==> src/hdl/tgc_pkg.sv <==
// ---------------------------------------------------------------------------
// tgc_pkg
// Types, constants and helpers of the touch gesture classifier.
// ---------------------------------------------------------------------------
package tgc_pkg;

   localparam int unsigned MAX_TOUCHES = 5;

   localparam int unsigned COUNT_W = 4;
   localparam int unsigned COORD_W = 16;
   localparam int unsigned TIME_W  = 32;
   localparam int unsigned KIND_W  = 3;
   localparam int unsigned CSR_W   = 16;
   localparam int unsigned CSR_IDX_W = 3;
   localparam int unsigned SQ_W    = 2 * COORD_W;

   localparam int unsigned REQ_ITEM_W  = COUNT_W + 2 * COORD_W + TIME_W;
   localparam int unsigned REQ_TDATA_W = ((REQ_ITEM_W + 7) / 8) * 8;
   localparam int unsigned RSP_ITEM_W  = KIND_W + 4 * COORD_W + TIME_W;
   localparam int unsigned RSP_TDATA_W = ((RSP_ITEM_W + 7) / 8) * 8;

   typedef enum logic [KIND_W-1:0] {
      KIND_SWIPE_RIGHT = 3'd0,
      KIND_SWIPE_LEFT  = 3'd1,
      KIND_SWIPE_DOWN  = 3'd2,
      KIND_SWIPE_UP    = 3'd3,
      KIND_DOUBLE_TAP  = 3'd4
   } gesture_kind_type;

   typedef enum logic [CSR_IDX_W-1:0] {
      CSR_SWIPE_MAX_DURATION = 3'd0,
      CSR_SWIPE_MIN_DISTANCE = 3'd1,
      CSR_TAP_MAX_DURATION   = 3'd2,
      CSR_TAP_MAX_MOVEMENT   = 3'd3,
      CSR_DTAP_INTERVAL      = 3'd4,
      CSR_DTAP_MAX_DISTANCE  = 3'd5
   } csr_index_type;

   localparam logic [CSR_W-1:0] RST_SWIPE_MAX_DURATION = 16'd500;
   localparam logic [CSR_W-1:0] RST_SWIPE_MIN_DISTANCE = 16'd50;
   localparam logic [CSR_W-1:0] RST_TAP_MAX_DURATION   = 16'd200;
   localparam logic [CSR_W-1:0] RST_TAP_MAX_MOVEMENT   = 16'd20;
   localparam logic [CSR_W-1:0] RST_DTAP_INTERVAL      = 16'd300;
   localparam logic [CSR_W-1:0] RST_DTAP_MAX_DISTANCE  = 16'd40;
   localparam logic [SQ_W-1:0]  RST_DTAP_MAX_DIST_SQ   = 32'd1600;

   // Input item, last field in the lowest bits
   typedef struct packed {
      logic [TIME_W-1:0]  now_ms;
      logic [COORD_W-1:0] point_y;
      logic [COORD_W-1:0] point_x;
      logic [COUNT_W-1:0] touch_count;
   } req_item_type;

   // Result item, last field in the lowest bits
   typedef struct packed {
      logic [TIME_W-1:0]  elapsed_ms;
      logic [COORD_W-1:0] finish_y;
      logic [COORD_W-1:0] finish_x;
      logic [COORD_W-1:0] begin_y;
      logic [COORD_W-1:0] begin_x;
      gesture_kind_type   gesture_kind;
   } rsp_item_type;

   typedef struct packed {
      logic [CSR_W-1:0] swipe_dur_max;
      logic [CSR_W-1:0] swipe_dist_min;
      logic [CSR_W-1:0] tap_dur_max;
      logic [CSR_W-1:0] tap_move_max;
      logic [CSR_W-1:0] double_tap_interval_ms;
      logic [SQ_W-1:0]  double_tap_max_dist_sq;
   } cfg_type;

   typedef struct packed {
      logic         fire;
      rsp_item_type item;
   } result_type;

   function automatic logic [COORD_W-1:0] abs_diff(input logic [COORD_W-1:0] a,
                                                   input logic [COORD_W-1:0] b);
      abs_diff = (a >= b) ? (a - b) : (b - a);
   endfunction

endpackage

==> src/hdl/tgc_core.sv <==
// ---------------------------------------------------------------------------
// tgc_core
// Touch tracking state and release classification for one report per step.
// ---------------------------------------------------------------------------
module tgc_core (
   input  logic                  clock,
   input  logic                  reset,
   input  logic                  step_en,
   input  tgc_pkg::req_item_type item,
   input  tgc_pkg::cfg_type      cfg,
   output tgc_pkg::result_type   result
);

   logic                         touch_active_ff, touch_active_in;
   logic                         ignore_touch_ff, ignore_touch_in;
   logic [tgc_pkg::TIME_W-1:0]   start_time_ff, start_time_in;
   logic [tgc_pkg::COORD_W-1:0]  start_x_ff, start_x_in;
   logic [tgc_pkg::COORD_W-1:0]  start_y_ff, start_y_in;
   logic [tgc_pkg::COORD_W-1:0]  recent_x_ff, recent_x_in;
   logic [tgc_pkg::COORD_W-1:0]  recent_y_ff, recent_y_in;
   logic [tgc_pkg::TIME_W-1:0]   tap_time_ff, tap_time_in;
   logic [tgc_pkg::COORD_W-1:0]  tap_x_ff, tap_x_in;
   logic [tgc_pkg::COORD_W-1:0]  tap_y_ff, tap_y_in;
   // squared axis distances between touch start and pending tap start
   logic [tgc_pkg::SQ_W-1:0]     dsq_x_ff, dsq_x_in;
   logic [tgc_pkg::SQ_W-1:0]     dsq_y_ff, dsq_y_in;

   logic [tgc_pkg::COORD_W-1:0]  adx, ady, maxmove, tdx, tdy;
   logic [tgc_pkg::TIME_W-1:0]   dur, tap_age;
   logic [tgc_pkg::SQ_W:0]       dsq_sum;
   logic                         is_invalid, is_release, swipe_hit, tap_hit, tap_live;
   logic                         dbl_hit;
   tgc_pkg::gesture_kind_type    swipe_kind;

   always_comb begin
      is_invalid = item.touch_count > tgc_pkg::COUNT_W'(tgc_pkg::MAX_TOUCHES);
      is_release = item.touch_count == '0;
      adx        = tgc_pkg::abs_diff(recent_x_ff, start_x_ff);
      ady        = tgc_pkg::abs_diff(recent_y_ff, start_y_ff);
      maxmove    = (adx > ady) ? adx : ady;
      dur        = item.now_ms - start_time_ff;
      tap_age    = item.now_ms - tap_time_ff;
      tap_live   = (tap_time_ff != '0) &&
                   (tap_age <= {16'b0, cfg.double_tap_interval_ms});
      dsq_sum    = {1'b0, dsq_x_ff} + {1'b0, dsq_y_ff};
      swipe_hit  = (dur <= {16'b0, cfg.swipe_dur_max}) &&
                   ((adx >= cfg.swipe_dist_min) || (ady >= cfg.swipe_dist_min));
      tap_hit    = (dur <= {16'b0, cfg.tap_dur_max}) &&
                   (maxmove <= cfg.tap_move_max);
      dbl_hit    = tap_live && (dsq_sum <= {1'b0, cfg.double_tap_max_dist_sq});
      if (adx >= ady) begin
         swipe_kind = (recent_x_ff >= start_x_ff) ? tgc_pkg::KIND_SWIPE_RIGHT
                                                  : tgc_pkg::KIND_SWIPE_LEFT;
      end else begin
         swipe_kind = (recent_y_ff >= start_y_ff) ? tgc_pkg::KIND_SWIPE_DOWN
                                                  : tgc_pkg::KIND_SWIPE_UP;
      end
      // distance from a new touch start to the pending tap start
      tdx = tgc_pkg::abs_diff(item.point_x, tap_x_ff);
      tdy = tgc_pkg::abs_diff(item.point_y, tap_y_ff);
   end

   always_comb begin
      touch_active_in = touch_active_ff;
      ignore_touch_in = ignore_touch_ff;
      start_time_in   = start_time_ff;
      start_x_in      = start_x_ff;
      start_y_in      = start_y_ff;
      recent_x_in     = recent_x_ff;
      recent_y_in     = recent_y_ff;
      tap_time_in     = tap_time_ff;
      tap_x_in        = tap_x_ff;
      tap_y_in        = tap_y_ff;
      dsq_x_in        = dsq_x_ff;
      dsq_y_in        = dsq_y_ff;

      result.fire              = 1'b0;
      result.item.gesture_kind = swipe_kind;
      result.item.begin_x      = start_x_ff;
      result.item.begin_y      = start_y_ff;
      result.item.finish_x     = recent_x_ff;
      result.item.finish_y     = recent_y_ff;
      result.item.elapsed_ms   = dur;

      if (is_invalid) begin
         ignore_touch_in = 1'b1;
      end else if (!is_release) begin
         if (!touch_active_ff) begin
            start_time_in   = item.now_ms;
            start_x_in      = item.point_x;
            start_y_in      = item.point_y;
            touch_active_in = 1'b1;
            ignore_touch_in = item.touch_count != tgc_pkg::COUNT_W'(1);
            dsq_x_in        = tgc_pkg::SQ_W'(tdx) * tgc_pkg::SQ_W'(tdx);
            dsq_y_in        = tgc_pkg::SQ_W'(tdy) * tgc_pkg::SQ_W'(tdy);
         end else if (item.touch_count != tgc_pkg::COUNT_W'(1)) begin
            ignore_touch_in = 1'b1;
         end
         recent_x_in = item.point_x;
         recent_y_in = item.point_y;
      end else if (touch_active_ff) begin
         touch_active_in = 1'b0;
         ignore_touch_in = 1'b0;
         if (!ignore_touch_ff) begin
            if (swipe_hit) begin
               result.fire = 1'b1;
               tap_time_in = '0;
            end else if (tap_hit && dbl_hit) begin
               result.fire              = 1'b1;
               result.item.gesture_kind = tgc_pkg::KIND_DOUBLE_TAP;
               result.item.finish_x     = start_x_ff;
               result.item.finish_y     = start_y_ff;
               tap_time_in              = '0;
            end else if (tap_hit) begin
               // hold as pending tap; its start equals the touch start now
               tap_time_in = item.now_ms;
               tap_x_in    = start_x_ff;
               tap_y_in    = start_y_ff;
               dsq_x_in    = '0;
               dsq_y_in    = '0;
            end else begin
               tap_time_in = '0;
            end
         end
      end
   end

   always_ff @(posedge clock) begin
      if (reset) begin
         touch_active_ff <= 1'b0;
         ignore_touch_ff <= 1'b0;
         tap_time_ff     <= '0;
      end else if (step_en) begin
         touch_active_ff <= touch_active_in;
         ignore_touch_ff <= ignore_touch_in;
         tap_time_ff     <= tap_time_in;
      end
   end

   always_ff @(posedge clock) begin
      if (step_en) begin
         start_time_ff <= start_time_in;
         start_x_ff    <= start_x_in;
         start_y_ff    <= start_y_in;
         recent_x_ff   <= recent_x_in;
         recent_y_ff   <= recent_y_in;
         tap_x_ff      <= tap_x_in;
         tap_y_ff      <= tap_y_in;
         dsq_x_ff      <= dsq_x_in;
         dsq_y_ff      <= dsq_y_in;
      end
   end

endmodule

==> src/hdl/touch_gesture_classifier_unit.sv <==
// ---------------------------------------------------------------------------
// touch_gesture_classifier_unit
// Turns touch-controller reports into swipe and double-tap gestures.
// ---------------------------------------------------------------------------
// Usage:
//   req_* carries one touch report per transaction. A report with count 1..5
//   starts or updates a touch, a count of 0 releases it. A release can yield
//   one gesture transaction on rsp_* (swipe in four directions or double
//   tap); single taps are held internally and produce nothing.
//   csr_* writes one of six 16-bit thresholds per cycle with csr_we high.
//   Write them only while no report is in flight.
// Throughput: one report per cycle, sustained while rsp_tready stays high.
// Path: an accepted report is held in the input register, then one pass of
//   compare logic puts its gesture into the result register.
// Stall: the result register holds a gesture until rsp_tready; meanwhile one
//   more report waits in the input register, then req_tready drops.
// Reset: synchronous, active high. Clears the touch and pending tap, empties
//   both registers and restores the default thresholds.
// ---------------------------------------------------------------------------
module touch_gesture_classifier_unit (
   input  logic                              clock,
   input  logic                              reset,
   // touch_count[3:0], point_x[19:4], point_y[35:20], now_ms[67:36], zero pad
   input  logic [tgc_pkg::REQ_TDATA_W-1:0]   req_tdata,
   input  logic                              req_tvalid,
   output logic                              req_tready,
   // gesture_kind[2:0], begin_x[18:3], begin_y[34:19], finish_x[50:35],
   // finish_y[66:51], elapsed_ms[98:67], zero pad
   output logic [tgc_pkg::RSP_TDATA_W-1:0]   rsp_tdata,
   output logic                              rsp_tvalid,
   input  logic                              rsp_tready,
   input  logic                              csr_we,
   input  logic [tgc_pkg::CSR_IDX_W-1:0]     csr_index,
   input  logic [tgc_pkg::CSR_W-1:0]         csr_wdata
);

   logic                  in_valid_ff, in_valid_in;
   tgc_pkg::req_item_type in_item_ff;
   logic                  rsp_valid_ff, rsp_valid_in;
   tgc_pkg::rsp_item_type rsp_item_ff;
   tgc_pkg::cfg_type      cfg_ff, cfg_in;
   tgc_pkg::result_type   result;
   logic                  advance;
   logic                  req_take;

   // Advance the held report whenever the result register is free or draining
   assign advance    = in_valid_ff && (!rsp_valid_ff || rsp_tready);
   assign req_tready = !in_valid_ff || advance;
   assign req_take   = req_tvalid && req_tready;

   assign in_valid_in  = req_take || (in_valid_ff && !advance);
   assign rsp_valid_in = (advance && result.fire) || (rsp_valid_ff && !rsp_tready);

   assign rsp_tvalid = rsp_valid_ff;
   assign rsp_tdata  = {(tgc_pkg::RSP_TDATA_W - tgc_pkg::RSP_ITEM_W)'(0), rsp_item_ff};

   tgc_core u_core (
      .clock   (clock),
      .reset   (reset),
      .step_en (advance),
      .item    (in_item_ff),
      .cfg     (cfg_ff),
      .result  (result)
   );

   // Register writes; the distance limit is kept squared for the double-tap check
   always_comb begin
      cfg_in = cfg_ff;
      if (csr_we) begin
         case (tgc_pkg::csr_index_type'(csr_index))
            tgc_pkg::CSR_SWIPE_MAX_DURATION: cfg_in.swipe_dur_max          = csr_wdata;
            tgc_pkg::CSR_SWIPE_MIN_DISTANCE: cfg_in.swipe_dist_min         = csr_wdata;
            tgc_pkg::CSR_TAP_MAX_DURATION:   cfg_in.tap_dur_max            = csr_wdata;
            tgc_pkg::CSR_TAP_MAX_MOVEMENT:   cfg_in.tap_move_max           = csr_wdata;
            tgc_pkg::CSR_DTAP_INTERVAL:      cfg_in.double_tap_interval_ms = csr_wdata;
            tgc_pkg::CSR_DTAP_MAX_DISTANCE:  cfg_in.double_tap_max_dist_sq =
                                                tgc_pkg::SQ_W'(csr_wdata) *
                                                tgc_pkg::SQ_W'(csr_wdata);
            default: ;
         endcase
      end
   end

   always_ff @(posedge clock) begin
      if (reset) begin
         in_valid_ff  <= 1'b0;
         rsp_valid_ff <= 1'b0;
         cfg_ff.swipe_dur_max          <= tgc_pkg::RST_SWIPE_MAX_DURATION;
         cfg_ff.swipe_dist_min         <= tgc_pkg::RST_SWIPE_MIN_DISTANCE;
         cfg_ff.tap_dur_max            <= tgc_pkg::RST_TAP_MAX_DURATION;
         cfg_ff.tap_move_max           <= tgc_pkg::RST_TAP_MAX_MOVEMENT;
         cfg_ff.double_tap_interval_ms <= tgc_pkg::RST_DTAP_INTERVAL;
         cfg_ff.double_tap_max_dist_sq <= tgc_pkg::RST_DTAP_MAX_DIST_SQ;
      end else begin
         in_valid_ff  <= in_valid_in;
         rsp_valid_ff <= rsp_valid_in;
         cfg_ff       <= cfg_in;
      end
   end

   // Payload registers: load on a new transaction, hold otherwise
   always_ff @(posedge clock) begin
      if (req_take) begin
         in_item_ff <= req_tdata[tgc_pkg::REQ_ITEM_W-1:0];
      end
      if (advance && result.fire) begin
         rsp_item_ff <= result.item;
      end
   end

endmodule

==> config.mk <==
export PLATFORM = sky130hd
export DESIGN_NAME = touch_gesture_classifier_unit
export DESIGN_NICKNAME = d
export VERILOG_FILES = /design/src/hdl/tgc_pkg.sv /design/src/hdl/tgc_core.sv /design/src/hdl/touch_gesture_classifier_unit.sv
export SDC_FILE = /design/constraint.sdc
export NUM_CORES = 2
export LEC_CHECK = 0
export BUFFER_PORTS_ARGS = -buffer_cell sky130_fd_sc_hd__buf_4
export CAP_MARGIN = 40
export CELL_PAD_IN_SITES_DETAIL_PLACEMENT = 1
export CELL_PAD_IN_SITES_GLOBAL_PLACEMENT = 1
export CORE_ASPECT_RATIO = 1.2
export CORE_MARGIN = 3
export CORE_UTILIZATION = 40
export DETAILED_ROUTE_END_ITERATION = 12
export HOLD_SLACK_MARGIN = 0.15
export PLACE_DENSITY_LB_ADDON = 0.2
export SYNTH_ARGS = -nofsm -noshare
export SYNTH_HDL_FRONTEND = slang
export SYNTH_SLANG_ARGS = --single-unit
export TNS_END_PERCENT = 10
==> constraint.sdc <==
create_clock -name clock -period 15.8 [get_ports clock]
set_input_delay 2.37 -clock clock [delete_from_list [all_inputs] [get_ports clock]]
set_output_delay 2.37 -clock clock [all_outputs]
set_load 0.1 [all_outputs]
==> results.py <==
metrics = {
    "synth": {
        "syn_area_sq_um": 52640,
        "ys_ff_latch": 504,
        "async_flop_share_pct": 0,
        "avgSynthCellArea_sq_um": 9.395,
        "yosysSeqAreaShare_pct": 25.96,
        "yosysWarnings": 0,
        "synthFlopType": "edfxtp_1",
        "synthCells": 5603,
        "synth-edff-count": 357,
        "synth_cell_type_count": 98,
    },
    "timing": {
        "tns_ps": 0,
        "finalCritPeriodShare_pct": 73.07,
        "final_max_slew_viol_count": 0,
        "hold_viol_final": 0,
        "setup_viol": 0,
        "worst_slew_margin_rel_pct": 36.05,
        "tightest_slew_ps": 946.0,
        "skew_ps": 60.73,
        "rsz0062_at_grt": "false",
        "period_needed_ps": 11540,
        "fmax_ghz": 0.08662,
    },
    "critical_path": {
        "arrival_ps": 11910,
        "endpoint_kind": "flop",
        "worst_r2r_endpoint": "u_core.dsq_x_ff[30]$_SDFFCE_PP0P_",
        "worstPathRequired_ps": 16160,
        "start_kind": "flop",
        "cp.depth": 41,
        "cp-startpoint": "in_item_ff[4]$_DFFE_PP_",
        "criticalPathCategory": "flop to flop",
        "cp_slowest_cell": "fa_1",
        "critical-path-top-delay-family": "compound AO/OA/AOI/OAI gates",
        "reg2reg_slack_ps": 4260,
        "reg2reg_from": "in_item_ff[4]$_DFFE_PP_",
        "max_stage_delay_ps": 560,
        "critPathBufInv": 9,
        "reg2regPathDepth": 41,
        "endpoint": "u_core.dsq_x_ff[30]$_SDFFCE_PP0P_",
        "path_max_fanout": 20,
    },
    "clock_tree": {
        "clock_latency_ps": 690,
        "hold_buffers": 0,
        "cts_tree": "done",
        "clk_pin_slew_ps": 70,
        "ctsHtreeMaxLevel": 2,
        "ctsResizeCount": 0,
        "cts_sinks": 504,
        "cts_setup_buffers": 0,
        "cts-buffers-inserted": 60,
        "clock-root-buffer": "clkbuf_16",
        "cts_max_path_buffers": 3,
    },
    "final_layout": {
        "drive_gt1_share_pct": 7.556,
        "fin_area_sq_um": 58190,
        "final_common_cell": "inv_1",
        "syn2layout_area_growth_pct": 10.56,
        "multi_input_area_sq_um": 34240,
        "fin_util_pct": 44.61,
        "layout_common_cells": "inv_1, ha_1, fa_1",
        "regArea_sq_um": 13660,
        "n_fill_cell": 14890,
        "fin_cells": 7503,
        "finalNetCount": 7011,
    },
    "floorplan": {
        "core-area_sq_um": 130400,
        "die_y_microns": 403.4,
        "dieArea_sq_um": 136000,
        "ios": 202,
        "std_cell_rows": 145,
        "die_x_microns": 337.2,
        "start_util_pct": 40.35,
    },
    "route": {
        "wire_per_inst_microns": 20.53,
        "drt_wl_total_microns": 154000,
        "drt_iter0_drc": 1851,
        "route.detailed.drc": 0,
        "via_per_inst": 5.277,
        "ant_nets": 0,
        "first_pass_iters": 7,
        "vias": 39600,
    },
    "placed_design": {
        "placed_cells": 7387,
        "dp_hpwl_microns": 124300,
        "gp_congestion": 0.8769,
        "place_area_sq_um": 56140,
        "port_buffers": 192,
    },
    "grt": {
        "grt.overflow.total": 0,
        "grt_util_all_layers_pct": 22.87,
        "antenna_found_initial": 6,
        "grt_pass1_wl_microns": 243300,
        "grt_start_max_net_pins": 63,
        "first_global_vias": 43460,
    },
    "outcome": {
        "status": "completed",
    },
    "hold_path": {
        "min_path_type": "flop to flop",
    },
    "flow_run": {
        "drv_cap": 0,
    },
}
[registers in the layout, summed over array words and instances, names as in the netlist]
signal,cells
in_item_ff,68
u_core.tap_x_ff,16
rsp_tvalid,1
u_core.start_x_ff,16
in_valid_ff,1
u_core.tap_time_ff,32
u_core.tap_y_ff,16
u_core.start_time_ff,32
u_core.start_y_ff,16
u_core.touch_active_ff,1
u_core.recent_x_ff,16
u_core.dsq_x_ff,31
rsp_tdata,99
cfg_ff,111
u_core.dsq_y_ff,31
u_core.recent_y_ff,16
u_core.ignore_touch_ff,1
[cell usage after synthesis (all sizes together), types with 28 or more instances]
| master | number | area share (%) |
|---|---|---|
| mux2i | 80 | 1.5 |
| edfxtp | 357 | 20 |
| a31oi | 29 | 0.36 |
| xnor2 | 141 | 2.3 |
| nor2b | 52 | 0.62 |
| o21ai | 145 | 1.4 |
| or2 | 28 | 0.33 |
| nand2 | 470 | 3.4 |
| nand3 | 64 | 0.63 |
| a21o | 146 | 2.1 |
| a211oi | 35 | 0.53 |
| nand2b | 70 | 0.83 |
| a21oi | 339 | 3.2 |
| a22o | 32 | 0.53 |
| and2 | 65 | 0.77 |
| ha | 654 | 16 |
| nor2 | 375 | 2.7 |
| xor2 | 87 | 1.4 |
| o21bai | 41 | 0.58 |
| clkbuf | 136 | 0.97 |
| fa | 502 | 19 |
| dfxtp | 147 | 5.6 |
| nand4 | 47 | 0.56 |
| nor3 | 55 | 0.52 |
| o211ai | 38 | 0.56 |
| inv | 1096 | 7.8 |
| o21a | 50 | 0.71 |
[kinds of logic after synthesis]
kind of cell,count (synthesis),synth area share [%]
buffers and inverters,1267,9.185
other,1,0.007124
adders and majority gates,1156,34.64
DFF,504,25.96
xor gates and xnor gates,229,3.836
AOI/OAI and AO/OA,1009,12.56
and+or+nand+nor,1338,11.88
muxes,99,1.928
[area by class of cell]
| class | instances | share of cell area, % |
|---|---|---|
| antenna | 3 | 0.01290 |
| sequential | 504 | 23.48 |
| inverter | 1105 | 7.127 |
| clock inverter | 37 | 0.6515 |
| timing repair buffer | 252 | 3.386 |
| clock buffer | 76 | 2.868 |
| tap | 1690 | 3.634 |
| multi-input combinational | 3836 | 58.84 |
[stage by stage]
step | worst slack (ps) | hold WS (ps)
floorplan | 1720 | 431.9
global placement | 4446 | 441.6
detailed placement | 4358 | 446.8
CTS | 4258 | 454.9
global route | 3595 | 474.5
finish | 4256 | 453.7
[worst min-delay path, cell delays in order (launching register included)]
cell and delay [ps]:
dfxtp_1 310, nand2_1 50, a21oi_1 50
[worst min path at each step]
stage	startpoint	end	slack, ps	cells after the start
after global routing	cfg_ff[79]$_SDFFE_PP0P_	cfg_ff[79]$_SDFFE_PP0P_	470	2
after detailed placement	cfg_ff[76]$_SDFFE_PP0P_	cfg_ff[76]$_SDFFE_PP0P_	450	2
after floorplan	cfg_ff[11]$_SDFFE_PP0P_	cfg_ff[11]$_SDFFE_PP0P_	430	2
after CTS	cfg_ff[76]$_SDFFE_PP0P_	cfg_ff[76]$_SDFFE_PP0P_	450	2
after global placement	cfg_ff[13]$_SDFFE_PP0P_	cfg_ff[13]$_SDFFE_PP0P_	440	2
final	cfg_ff[24]$_SDFFE_PP0P_	cfg_ff[24]$_SDFFE_PP0P_	450	2
[per-layer routing]
metal | vias up | global-route usage [%] | wire length, microns
met5 | - | 0 | 0
met1 | 19960 | 28.09 | 64310
met2 | 616 | 42.14 | 79670
li1 | 18820 | - | -
met3 | 194 | 2.258 | 5472
met4 | 0 | 6.561 | 4595
Power is not shown: default switching activity piles up to over one toggle a cycle in this logic, so the estimate is an artifact.
